==> src/rtl/core/lsbm_pkg.sv <==
// ----------------------------------------------------------------------------
// lsbm_pkg
// Shared types and constants for the load/store byte memory unit.
// ----------------------------------------------------------------------------
package lsbm_pkg;

  localparam int ACTION_W    = 3;
  localparam int BYTE_ADDR_W = 9;   // sum of two 8-bit operands
  localparam int DATA_W      = 32;
  localparam int LANES       = 4;   // byte lanes per word
  localparam int QUEUE_DEPTH = 2;
  localparam int QPTR_W      = $clog2(QUEUE_DEPTH);
  localparam int QCNT_W      = $clog2(QUEUE_DEPTH + 1);

  typedef enum logic [ACTION_W-1:0] {
    ACT_LOAD_WORD  = 3'd0,
    ACT_LOAD_BYTE  = 3'd1,
    ACT_LOAD_HALF  = 3'd2,
    ACT_LOAD_SBYTE = 3'd3,
    ACT_LOAD_SHALF = 3'd4,
    ACT_STORE_WORD = 3'd5,
    ACT_STORE_BYTE = 3'd6,
    ACT_STORE_HALF = 3'd7
  } action_t;

  // Encoding equals the index of the last byte of the access.
  typedef enum logic [1:0] {
    SIZE_BYTE = 2'd0,
    SIZE_HALF = 2'd1,
    SIZE_WORD = 2'd3
  } size_t;

  typedef enum logic {
    ST_CLEAR = 1'b0,
    ST_RUN   = 1'b1
  } state_t;

  typedef struct packed {
    logic                   is_store;
    logic                   is_signed;
    size_t                  size;
    logic [BYTE_ADDR_W-1:0] addr;
    logic [DATA_W-1:0]      data;
  } entry_t;

endpackage

==> src/rtl/core/lsbm_queue.sv <==
// ----------------------------------------------------------------------------
// lsbm_queue
// Short FIFO of decoded items between the front and the back.
// ----------------------------------------------------------------------------
module lsbm_queue (
  input  logic             clk,
  input  logic             rst,
  input  logic             push,
  input  lsbm_pkg::entry_t push_entry,
  output logic             full,
  input  logic             pop,
  output logic             head_valid,
  output lsbm_pkg::entry_t head_entry
);
  import lsbm_pkg::*;

  entry_t            slots [QUEUE_DEPTH];
  logic [QPTR_W-1:0] wr_ptr;
  logic [QPTR_W-1:0] rd_ptr;
  logic [QCNT_W-1:0] count;
  logic              do_push;
  logic              do_pop;

  assign full       = (count == QCNT_W'(QUEUE_DEPTH));
  assign head_valid = (count != '0);
  assign head_entry = slots[rd_ptr];
  assign do_push    = push && !full;
  assign do_pop     = pop && head_valid;

  always_ff @(posedge clk) begin
    if (rst) begin
      wr_ptr <= '0;
      rd_ptr <= '0;
      count  <= '0;
    end else begin
      if (do_push) begin
        wr_ptr <= wr_ptr + 1'b1;
      end
      if (do_pop) begin
        rd_ptr <= rd_ptr + 1'b1;
      end
      if (do_push && !do_pop) begin
        count <= count + 1'b1;
      end else if (do_pop && !do_push) begin
        count <= count - 1'b1;
      end
    end
  end

  always_ff @(posedge clk) begin
    if (do_push) begin
      slots[wr_ptr] <= push_entry;
    end
  end

`ifndef SYNTHESIS
  a_count_bound: assert property (@(posedge clk) disable iff (rst)
    count <= QCNT_W'(QUEUE_DEPTH))
    else $error("queue count beyond depth");
`endif

endmodule

==> config.mk <==
export PLATFORM = sky130hd
export DESIGN_NAME = lsbm_queue
export DESIGN_NICKNAME = d
export VERILOG_FILES = /design/src/rtl/core/lsbm_pkg.sv /design/src/rtl/core/lsbm_queue.sv
export SDC_FILE = /design/constraint.sdc
export NUM_CORES = 1
export LEC_CHECK = 0
export BUFFER_PORTS_ARGS = -buffer_cell sky130_fd_sc_hd__clkbuf_2
export CORE_ASPECT_RATIO = 1.1
export CORE_UTILIZATION = 50
export CTS_CLUSTER_SIZE = 28
export DETAILED_ROUTE_END_ITERATION = 6
export PLACE_DENSITY = 0.77
export RECOVER_POWER = 25
export SLEW_MARGIN = 20
export SYNTH_ARGS = -nofsm -noshare
export SYNTH_HDL_FRONTEND = slang
export SYNTH_SLANG_ARGS = --single-unit
==> constraint.sdc <==
create_clock -name clk -period 6.6 [get_ports clk]
set_input_delay 0.33 -clock clk [delete_from_list [all_inputs] [get_ports clk]]
set_output_delay 0.33 -clock clk [all_outputs]
set_load 0.01 [all_outputs]
; ---- Word level (Yosys, flattened, before mapping)
; Memory sizes are Yosys's and may differ from the RTL's. A register that Yosys moved wholly into a read port is not among the register bits.
; Index checks and enable logic that the tools add are counted.
[totals]
ram_bits = 90
word_cells = 24
out_inout_bits = 47
latch_bits = 0
mem_count = 1
rom_bits = 0
input_bits = 49
regBits = 4
[classes]
mul = 0
magnitude_cmp = 0
n_reduce_logical = 9
n_bitwise = 0
add_sub_neg = 4
div = 0
n_eq_ne = 1
shift = 0
mux = 6
[memory_table]
columns = memory, depth, width, rd, rd_clocked_by_memory_dff, write_ports, line_no
row1 = slots, 2, 45, 1, 1, 1, lsbm_queue.sv:17  ; entry_t slots [QUEUE_DEPTH];
[op_table]
columns = operator, count
row1 = 1-bit logical AND, 4
row2 = 1-bit 2-to-1 mux, 4
row3 = 2-bit 2-to-1 mux, 2
row4 = 2-bit nonzero test, 2
row5 = 1-bit zero test, 3
row6 = "1-bit adder, second input constant", 2
row7 = "2-bit by 1-bit adder with 2-bit output, second input constant", 1
row8 = "2-bit equality test, second input constant", 1
row9 = "2-bit by 1-bit subtractor with 2-bit output, second input constant", 1

; ---- Depth between registers and ports, before layout
[logic_depth]
depth_word = 7
mapped_depth = 6
mapped_depth_nobuf = 6

; ---- Least setup slack after synthesis
; OpenSTA, ideal clock, no wires.
[synth_path]
path_type = register to register
startpoint = register count[1]
endpoint = memory slots[1][0] in the netlist's numbering (enable)
n_path_buf = 0
synth_period_minus_slack_ps = 2119
arrival_time_ps = 1712
required_ps = 6193
setup_slack_ps = 4481
path_stages_with_launch = 4
setup_time_ps = 407
path_cell_list = dfxtp_1 > nor2b_2 > nor2_1 > and2_1
[synth_via]
elab_chain_len = 5
[synth_rtl]
columns = item, line_no
row1 = start: declaration, lsbm_queue.sv:20  ; logic [QCNT_W-1:0] count;
row2 = start signal: assignment, lsbm_queue.sv:43  ; count <= count + 1'b1;
row3 = start signal: assignment, lsbm_queue.sv:45  ; count <= count - 1'b1;
row4 = 2-bit equality test, lsbm_queue.sv:24  ; assign full = (count == QCNT_W'(QUEUE_DEPTH));
row5 = net full, lsbm_queue.sv:10  ; output logic full,
row6 = 1-bit zero test, lsbm_queue.sv:27  ; assign do_push = push && !full;
row7 = 1-bit logical AND, lsbm_queue.sv:27
row8 = net do_push, lsbm_queue.sv:21  ; logic do_push;
row9 = 1-bit 2-to-1 mux, lsbm_queue.sv:51  ; if (do_push) begin
row10 = 1-bit 2-to-1 mux (not written as such), lsbm_queue.sv:52  ; slots[wr_ptr] <= push_entry;
row11 = end: declaration, lsbm_queue.sv:17
; The timed path passes the listed nets, and every way through them passes these cells.

==> metrics.md <==
| Metric | Value |
|---|---|
| Status | completed |
| Post_cts resized | 0 |
| Post-CTS Setup Inserts | 0 |
| Post-Synthesis Cells | 165 |
| Setup slack, reg-to-reg | 4.61 ns |
| Max Cap Viol | 0 |
| Hold buffer count at CTS | 0 |
| PwrDens | 359 nW/um2 |
| Mapped Area | 3460 um2 |
| Ports | 96 |
| Final setup viols | 0 |
| Pre-CTS setup slack | 4.59 ns |
| Crit path DAT | 1.94 ns |
| Share of cells above drive strength 1 | 50.7% |
| Fin crit period | 2.27 ns |
| Share of the synthesized area in the top cell type | 78.0% |
| Final Hold Viols | 0 |
| Cells on worst reg2reg path | 3 |
| Synth area leader | edfxtp_1 |
| Overflow left after global routing | 0 |
| Max-slew headroom | 30.2% |
| Routed len/inst | 16.1 um |
| DR vias | 1732 |
| CP Buf/Inv Count | 1 |
| Area Growth Syn to Fin | 19.1% |
| Final worst path period share | 34.3% |
| Hold-critical path endpoint | slots[1][0]$_DFFE_PP_ |
| Leak pwr | 1.52 nW |
| Total power draw | 1.48 mW |
| Initial antenna violation count | 0 |
| Synth cell types | 15 |
| Syn_area_per_cell | 21.0 um2 |
| Clk_lat worst skew | 0.34 ns |
| Root Buffer | clkbuf_8 |
| Nature of the critical path startpoint | flop |
| Crit end category | primary output |
| Die area | 7270 um2 |
| DR vias/cell | 4.95 |
| Worst Hold Depth | 1 |
| Std-Cell Rows | 31 |
| First-pass GRT wire length | 8.10 mm |
| Syn. warnings | 0 |
| Total nets after synthesis | 215 |
| GPL Wtd Cong | 0.684 |
| Slowest CP cell | dfxtp_2 |
| Origin of the critical flop-to-flop path | count[0]$_SDFFE_PP0P_ |
| Slowest stage delay, CP | 1.03 ns |
| Hold Startpoint | push_entry[0] |
| WL final | 5.63 mm |
| Core Box Area | 6630 um2 |
| Clock transition at the registers of the reported paths | 0.08 ns |
| Cell family with most CP delay | flip-flops |
| Final Skew | 0.00617 ns |
| DRC viols | 0 |
| Vias in the first global route | 1679 |
| Seq cells post-synth | 95 |
| Port-buffer cells | 95 |
| Diode count | 0 |
| Peak VDD IR | 0.000217 V |
| Fillers | 507 |
| Slew Viols, Final | 0 |
| Final setup margin | 4.33 ns |
| GRT Total Usage | 16.2% |
| Sum Neg Setup Slack | 0 ns |
| Post-DP HPWL | 3.66 mm |
| ANT nets after route | 0 |
| Reg2Reg Capture Point | slots[0][40]$_DFFE_PP_ |
| Tightest Hold Check Type | in -> reg |
| RSZ-0062 raised after global routing | no |
| CTS tree | yes |
| # nets final | 316 |
| Htree depth | 3 |
| DR pass1 iterations | 4 |
| Die width | 81.4 um |
| Initial cell density of the core | 52.2% |
| Starting DRT DRC Count | 106 |
| Deepest clock path buffer count | 2 |
| Die Ht | 89.3 um |
| Fmax | 441 MHz |
| Largest fanout on the critical path | 45 |
| Worst Path Required | 6.27 ns |
| CP cell instances | mux2_2 -> clkbuf_2 |
| Largest net degree at the start of global routing | 46 |
| Top cells by area, synth | edfxtp_1, mux2_2, dfxtp_1 |
| TritonCTS buffer count | 9 |
| Sequential share of the synthesized area | 80.9% |
| Clock sink count | 95 |
| WS Path Type | reg -> out |
| Least-Margin Pin Slew | 1.05 ns |
kinds of logic after synthesis:
logic type               synth area share (%)
AO/OA/AOI/OAI                           0.722
XOR/XNOR                                0.759
adder cells (fa/ha/maj)                 0.361
buffers and inverters                    1.23
flip-flops                               80.9
multiplexers                             14.6
AND/OR/NAND/NOR                          1.41
registers in the layout, summed over array words and instances (netlist names), named ones only:
name,cells
slots,90
count,2
rd_ptr,1
wr_ptr,1
through the flow:
stage / hold slack, ns / util [%] / cell area [um2] / instances
finish: 0.171 / 62.2 / 4130 / 350
global route: 0.147 / 62.2 / 4130 / 350
CTS: 0.156 / 62.6 / 4150 / 350
detailed placement: 0.496 / 60.5 / 4010 / 337
global placement: 0.474 / 60.5 / 4010 / 337
floorplan: 0.399 / - / 3460 / 165
report_power, final:
| part | internal, mW | total, mW | switching, mW |
|---|---|---|---|
| logic | 0.184 | 0.364 | 0.180 |
| clock network | 0.128 | 0.302 | 0.174 |
| registers | 0.759 | 0.818 | 0.0587 |
placed cells by master (no fill, tap or decap):
| cell | n |
|---|---|
| nor2b_2 | 1 |
| inv_1 | 1 |
| clkinv_2 | 2 |
| edfxtp_1 | 90 |
| mux2_2 | 45 |
| clkbuf_8 | 9 |
| ha_1 | 1 |
| inv_2 | 1 |
| dfxtp_2 | 1 |
| clkinv_1 | 1 |
| a21oi_1 | 2 |
| or2_2 | 1 |
| and2_4 | 1 |
| o21ai_0 | 3 |
| xor2_1 | 3 |
| dfxtp_1 | 4 |
| clkbuf_2 | 75 |
| nor2_1 | 4 |
| clkbuf_1 | 21 |
| or3_1 | 2 |
layer usage:
metal	part of all wire, %	vias up	track usage, %
li1	-	838	-
met1	39	845	18.0
met2	56	43	28.0
met3	3.7	6	4.49
met4	1.4	0	8.77
met5	0	-	0
how the worst max path moves through the flow:
stage,from,end,slack [ns],cells after the start
finish,flop,head_entry[8],4.33,2
global route,flop,head_entry[17],4.18,2
CTS,flop,head_entry[26],4.26,2
detailed placement,count[0]$_SDFFE_PP0P_,slots[0][12]$_DFFE_PP_,4.59,3
global placement,push,slots[0][9]$_DFFE_PP_,4.62,4
floorplan,count[1]$_SDFFE_PP0P_,slots[1][0]$_DFFE_PP_,4.48,3
Yosys cell counts (all sizes together):
| library cell | instances |
|---|---|
| a21oi | 2 |
| inv | 2 |
| or2 | 1 |
| mux2 | 45 |
| edfxtp | 90 |
| dfxtp | 5 |
| or3 | 2 |
| nor2b | 1 |
| and2 | 1 |
| ha | 1 |
| buf | 5 |
| o21ai | 3 |
| nor2 | 4 |
| xor2 | 3 |
worst reg2reg max path, delay by kind of cell (launching register included):
kind                   cells  cell delay, ns
buffers and inverters      1            0.72
and+or+nand+nor            2            0.44
DFF                        1            0.44
final cells by class:
cell class / instances / area [um2] / share of cell area (%)
Clock buffer: 10 / 128 / 3.09
Clock inverter: 3 / 13.8 / 0.333
Inverter: 2 / 7.51 / 0.182
Multi-Input combinational cell: 63 / 622 / 15.1
Sequential cell: 95 / 2800 / 67.9
Tap cell: 82 / 103 / 2.49
Timing Repair Buffer: 95 / 450 / 10.9
Note: power is estimated with default switching activity, not from simulation.
