$ cat config.mk
export PLATFORM = sky130hd
export DESIGN_NAME = lsbm_front
export DESIGN_NICKNAME = d
export VERILOG_FILES = /design/src/rtl/core/lsbm_pkg.sv /design/src/rtl/core/lsbm_front.sv
export SDC_FILE = /design/constraint.sdc
export NUM_CORES = 1
export LEC_CHECK = 0
export ABC_AREA = 1
export BUFFER_PORTS_ARGS = -buffer_cell sky130_fd_sc_hd__buf_2
export CAP_MARGIN = 15
export CORE_MARGIN = 5
export CORE_UTILIZATION = 47
export CTS_BUF_LIST = sky130_fd_sc_hd__clkbuf_16
export CTS_CLUSTER_DIAMETER = 60
export DETAILED_ROUTE_END_ITERATION = 8
export PLACE_DENSITY = 0.85
export SLEW_MARGIN = 10
export SYNTH_ARGS = -nofsm -noshare
export SYNTH_HDL_FRONTEND = slang
export SYNTH_SLANG_ARGS = --single-unit
$ cat constraint.sdc
create_clock -name clk -period 7.4 [get_ports clk]
set_input_delay 0.74 -clock clk [delete_from_list [all_inputs] [get_ports clk]]
set_output_delay 0.74 -clock clk [all_outputs]
set_load 0.02 [all_outputs]
$ cat src/rtl/core/lsbm_pkg.sv
// ----------------------------------------------------------------------------
// lsbm_pkg
// Shared types and constants for the load/store byte memory unit.
// ----------------------------------------------------------------------------
package lsbm_pkg;

  localparam int ACTION_W    = 3;
  localparam int BYTE_ADDR_W = 9;   // sum of two 8-bit operands
  localparam int DATA_W      = 32;
  localparam int LANES       = 4;   // byte lanes per word
  localparam int QUEUE_DEPTH = 2;
  localparam int QPTR_W      = $clog2(QUEUE_DEPTH);
  localparam int QCNT_W      = $clog2(QUEUE_DEPTH + 1);

  typedef enum logic [ACTION_W-1:0] {
    ACT_LOAD_WORD  = 3'd0,
    ACT_LOAD_BYTE  = 3'd1,
    ACT_LOAD_HALF  = 3'd2,
    ACT_LOAD_SBYTE = 3'd3,
    ACT_LOAD_SHALF = 3'd4,
    ACT_STORE_WORD = 3'd5,
    ACT_STORE_BYTE = 3'd6,
    ACT_STORE_HALF = 3'd7
  } action_t;

  // Encoding equals the index of the last byte of the access.
  typedef enum logic [1:0] {
    SIZE_BYTE = 2'd0,
    SIZE_HALF = 2'd1,
    SIZE_WORD = 2'd3
  } size_t;

  typedef enum logic {
    ST_CLEAR = 1'b0,
    ST_RUN   = 1'b1
  } state_t;

  typedef struct packed {
    logic                   is_store;
    logic                   is_signed;
    size_t                  size;
    logic [BYTE_ADDR_W-1:0] addr;
    logic [DATA_W-1:0]      data;
  } entry_t;

endpackage

$ cat src/rtl/core/lsbm_front.sv
// ----------------------------------------------------------------------------
// lsbm_front
// Accepts items, forms the byte address and decodes the action.
// ----------------------------------------------------------------------------
module lsbm_front (
  input  logic                          clk,
  input  logic                          rst,
  input  logic                          in_valid,
  output logic                          in_stall,
  input  logic [lsbm_pkg::ACTION_W-1:0] action,
  input  logic [7:0]                    base_value,
  input  logic [7:0]                    offset_value,
  input  logic [lsbm_pkg::DATA_W-1:0]   store_data,
  input  logic                          clearing,
  input  logic                          q_full,
  output logic                          q_push,
  output lsbm_pkg::entry_t              q_entry
);
  import lsbm_pkg::*;

  logic   f_valid;
  entry_t f_entry;
  entry_t decoded;
  logic   accept;

  assign q_push   = f_valid && !q_full;
  assign in_stall = clearing || (f_valid && q_full);
  assign accept   = in_valid && !in_stall;
  assign q_entry  = f_entry;

  always_comb begin
    decoded.addr      = BYTE_ADDR_W'(base_value) + BYTE_ADDR_W'(offset_value);
    decoded.data      = store_data;
    decoded.is_store  = 1'b0;
    decoded.is_signed = 1'b0;
    decoded.size      = SIZE_WORD;
    case (action_t'(action))
      ACT_LOAD_WORD:  decoded.size = SIZE_WORD;
      ACT_LOAD_BYTE:  decoded.size = SIZE_BYTE;
      ACT_LOAD_HALF:  decoded.size = SIZE_HALF;
      ACT_LOAD_SBYTE: begin
        decoded.size      = SIZE_BYTE;
        decoded.is_signed = 1'b1;
      end
      ACT_LOAD_SHALF: begin
        decoded.size      = SIZE_HALF;
        decoded.is_signed = 1'b1;
      end
      ACT_STORE_WORD: begin
        decoded.size     = SIZE_WORD;
        decoded.is_store = 1'b1;
      end
      ACT_STORE_BYTE: begin
        decoded.size     = SIZE_BYTE;
        decoded.is_store = 1'b1;
      end
      ACT_STORE_HALF: begin
        decoded.size     = SIZE_HALF;
        decoded.is_store = 1'b1;
      end
      default: decoded.size = SIZE_WORD;
    endcase
  end

  always_ff @(posedge clk) begin
    if (rst) begin
      f_valid <= 1'b0;
    end else if (accept) begin
      f_valid <= 1'b1;
    end else if (q_push) begin
      f_valid <= 1'b0;
    end
  end

  always_ff @(posedge clk) begin
    if (accept) begin
      f_entry <= decoded;
    end
  end

endmodule

Word-level counts from Yosys, hierarchy flattened --
Cells that the tools add are included.
Word-level totals: output and inout port bits 47, register bits after elaboration 46, word-level logic and storage cells 32
Cells by class: equal/unequal tests 7, add/sub/neg operators 1, reductions and logical operators 13, muxes and demuxes 5
Operator list (number):
- $eq 3x3->1 const B | 4
- $add 8x8->9 | 1
- $reduce_or 3->1 | 3
- $eq 3x2->1 const B | 2
- $pmux 2 s3 | 1
- $mux 1 | 4
- $reduce_or 2->1 | 2
- $eq 3x1->1 const B | 1
- $logic_and 1x1->1 | 3
- $logic_not 3->1 | 1
- $logic_not 1->1 | 2
- $reduce_bool 2->1 | 1
- $logic_or 1x1->1 | 1

Logic depth before layout (Yosys ltp) --
depth after elaboration 5, depth in mapped cells 8

Worst setup path after synthesis --
Ideal clock, no wire load.
kind input-to-reg, start point input q_full, end point register f_entry (netlist bit q_entry[0]) (enable), cell stages on the path 3, slack 4.023 ns, arrival time 2.928 ns, buffers on the path 0, library setup time 0.449 ns, cell sequence nand2_1 > nand2_1 > nor2_1
On the way: word-level cells in the longest chain between the ends 4
Ends and longest elaborated chain:
- start: declaration | RTL line lsbm_front.sv:15 | input logic q_full,
- $logic_and 1x1->1 | RTL line lsbm_front.sv:27 | assign in_stall = clearing || (f_valid && q_full);
- $logic_or 1x1->1 | RTL line lsbm_front.sv:27
- named net in_stall | RTL line lsbm_front.sv:9 | output logic in_stall,
- $logic_not 1->1 | RTL line lsbm_front.sv:28 | assign accept = in_valid && !in_stall;
- $logic_and 1x1->1 | RTL line lsbm_front.sv:28
- named net accept | RTL line lsbm_front.sv:24 | logic accept;
- end signal: assignment | RTL line lsbm_front.sv:77 | f_entry <= decoded;
- end: declaration | RTL line lsbm_front.sv:22 | entry_t f_entry;
The timed path passes the listed nets, and every way through them passes these cells. A chain may end at the register's enable or synchronous reset.

Worst setup path in the final report --
start point input q_full, end point output in_stall
On the way: word-level cells in the longest chain between the ends 2
Ends and longest elaborated chain (RTL line):
- $logic_and 1x1->1 | lsbm_front.sv:27
- $logic_or 1x1->1 | lsbm_front.sv:27
- end: declaration | lsbm_front.sv:9
Every way passes these cells.

==> flow_summary_export.csv <==
group,metric,value,unit
power_and_ir_drop,power,0.590,mW
sta,finalCritPeriodShare,26.4,%
sta,finalSetupTns,0,ps
worst_setup_path,r2r_end,"q_entry[20]",
clock_network,clk_latency,280,ps
flow_run,max-cap-violations,0,
clock_network,cts_resized,0,
route,route.met2.wl,2010,µm
worst_setup_path,cp.arrival,1220,ps
cells_and_area,fin_area,2560,µm²
yosys,synth-simple-area-share,11.4,%
yosys,synth_top_area_share,74.1,%
floorplan,io_pins,103,
power_and_ir_drop,clock_power_share,34.1,%
worst_setup_path,required,6660,ps
yosys,ys_warn_count,0,
route,drc,0,
hold_path,hold_class,"reg2reg",
yosys,syn_nets,186,
yosys,synth_fa_ha_area_share,6.59,%
clock_network,cts_tree,"done",
floorplan,coreArea,3720,µm²
route,wl_per_cell,14.1,µm
place,io_buffers,102,
sta,fmax,0.511,GHz
yosys,avgSynthCellArea,15.1,µm²
yosys,synth_top_family_by_area,"simple AND/OR/NAND/NOR gates",
floorplan,die_h,72.3,µm
yosys,synth.distinct_cells,20,
sta,tightest_slew,332,ps
worst_setup_path,rrSetupSlack,6030,ps
place,gp_congestion,0.774,
route,avgViaCountPerCell,4.70,
yosys,synth_compound_area_share,2.20,%
worst_setup_path,worst_r2r_startpoint,"f_valid",
yosys,synth-seq-cells,46,
grt,grt_pass1_wl,5890,µm
power_and_ir_drop,p_sw,0.132,mW
grt,track_usage,15.5,%
cells_and_area,areaGrowthSynthToFinish,40.3,%
sta,period_needed,1960,ps
grt,grt_max_degree,47,
route,vias,1316,
yosys,synth.area.mux_share,0,%
yosys,synth_xor_area_share,1.92,%
route,drtAntennaViolNets,0,
sta,setup_viol,0,
clock_network,cts-htree-levels,2,
worst_setup_path,r2r_cells,4,
sta,whs,613,ps
route,met3_length,493,µm
power_and_ir_drop,combPwrFrac,14.0,%
floorplan,die_area,5220,µm²
cells_and_area,antenna_cells,0,
yosys,syn_area,1820,µm²
yosys,synth_cells,121,
floorplan,core.rowCount,22,
worst_setup_path,start_kind,"input port",
worst_setup_path,crit_type,"in2out",
clock_network,ctsLongestPathBuffers,2,
floorplan,initial_core_util,49.1,%
power_and_ir_drop,powerDensity,231,nW/µm²
place,post_dp_cell_area,2400,µm²
place,dp_hpwl,3040,µm
route,wl,3950,µm
worst_setup_path,crit_path_end_kind,"output port",
hold_path,min-delay-start,"f_valid",
cells_and_area,finalNetCount,296,
sta,hold_violations,0,
clock_network,postCtsSetupRepairBufs,0,
clock_network,numCtsBuffers,5,
clock_network,path_clk_slew,50,ps
cells_and_area,drive_gt1_share,50.4,%
clock_network,cts_root_buffer,"clkbuf_16",
yosys,synth_top_cell_by_area,"edfxtp_1",
route,drt_iter0_markers,45,
route,top_layer,"met4",
sta,slew_viol_final,0,
power_and_ir_drop,leakage,1.21,nW
hold_path,min_path_cells,4,
floorplan,fp.dieW,72.3,µm
power_and_ir_drop,internal_power,0.458,mW
route,wl_met1,1370,µm
grt,antenna_found_initial,0,
route,first_pass_iters,4,
grt,grt_pass1_vias,1280,
yosys,seq_area_frac_synth,75.2,%
sta,finalClockSkew,3.52,ps
grt,overflow,0,
yosys,ys_top_cells_by_area,"edfxtp_1 (74%), ha_1 (5.5%), nand2_1 (4.9%)",
hold_path,whs_endpoint,"f_valid",
sta,rsz0062_at_grt,"false",
power_and_ir_drop,irDropWorstVdd,0.0000950,V
power_and_ir_drop,p_sw_share,22.3,%
sta,maxSlewHeadroom,77.8,%
clock_network,cts_hold_buf,0,
outcome,status,"completed",
clock_network,cts_sinks,46,
power_and_ir_drop,power_frac_seq,51.9,%
worst_setup_path,path_max_fanout,2,
## sequential cells by signal (all words and copies together) (netlist names)
name and flops:
f_valid 1, q_entry 45
## metrics by stage
stage / instances / util, % / worst slack (ps)
floorplan: 121 / - / 4020
global placement: 271 / 64.6 / 5110
detailed placement: 271 / 64.6 / 5050
CTS: 279 / 68.3 / 5350
global route: 280 / 68.8 / 5410
finish: 280 / 68.8 / 5440
## final cells by class
| type | count | area, µm² |
|---|---|---|
| sequential | 46 | 1370 |
| fill | 290 | 1160 |
| timing repair buffer | 103 | 531 |
| multi-input combinational | 62 | 410 |
| clock buffer | 5 | 125 |
| tap | 48 | 60.1 |
| inverter | 13 | 48.8 |
| clock inverter | 3 | 11.3 |
## per-layer routing
layer | global-route usage (%) | vias to the layer above
met5 | 0 | -
met4 | 8.14 | 0
met3 | 4.29 | 8
met2 | 28.2 | 83
met1 | 16.1 | 587
li1 | - | 638
## Yosys cell counts
library cell   n
ha_1           8
nor2_1         6
or2_4          2
nand3b_4       1
edfxtp_1      45
inv_1         13
o21bai_1       1
nand2_2        3
xnor2_1        2
o21ai_1        1
a21oi_1        4
nor2_2         1
fa_1           1
xor2_1         2
dfxtp_1        1
nand3b_1       1
nand2_1       24
nand3_1        3
nand3_2        1
o21a_1         1
## cell families after synthesis
logic type | after synthesis
compound gates | 7
xor+xnor | 4
fa+ha+maj | 9
buf+inv | 13
flops | 46
simple gates | 42
## cell usage in the layout (no fill, tap or decap)
cell type and instances:
edfxtp_1 45, xor2_1 2, clkbuf_16 5, nand3_2 1
o21ai_1 1, o21bai_1 1, nand2_1 24, buf_2 102
a21oi_1 4, nor2_4 1, nor2_2 1, dfxtp_1 1
fa_1 1, nand3b_1 1, buf_12 1, nand2_2 3
nor2_1 5, o21a_1 1, xnor2_1 2, inv_1 16
ha_1 8, nand3b_4 1, or2_4 2, nand3_1 3
## power groups by stage
| stage | registers (mW) | logic, mW | clock network (mW) |
|---|---|---|---|
| after floorplan | 0.329 | 0.0321 | 0 |
| after global placement | 0.311 | 0.0796 | 0 |
| after global routing | 0.307 | 0.0916 | 0.219 |
| after detailed placement | 0.312 | 0.0819 | 0 |
| final | 0.306 | 0.0827 | 0.201 |
| after CTS | 0.307 | 0.0826 | 0.207 |
## critical path: stages
cell	delay [ps]
buf_2	100
nand2_1	70
nand2_1	120
buf_2	180
## how the worst max path moves through the flow
| stage | start | endpoint | slack (ps) |
|---|---|---|---|
| 6_report | q_full | in_stall | 5440 |
| 5_1_grt | q_full | in_stall | 5410 |
| 4_1_cts | q_full | q_entry[41] | 5350 |
| 3_5_place_dp | q_full | q_entry[15] | 5050 |
| 3_3_place_gp | q_full | q_entry[15] | 5110 |
| 2_1_floorplan | q_full | q_entry[0] | 4020 |
No activity file was read; power rests on OpenSTA's default activity.
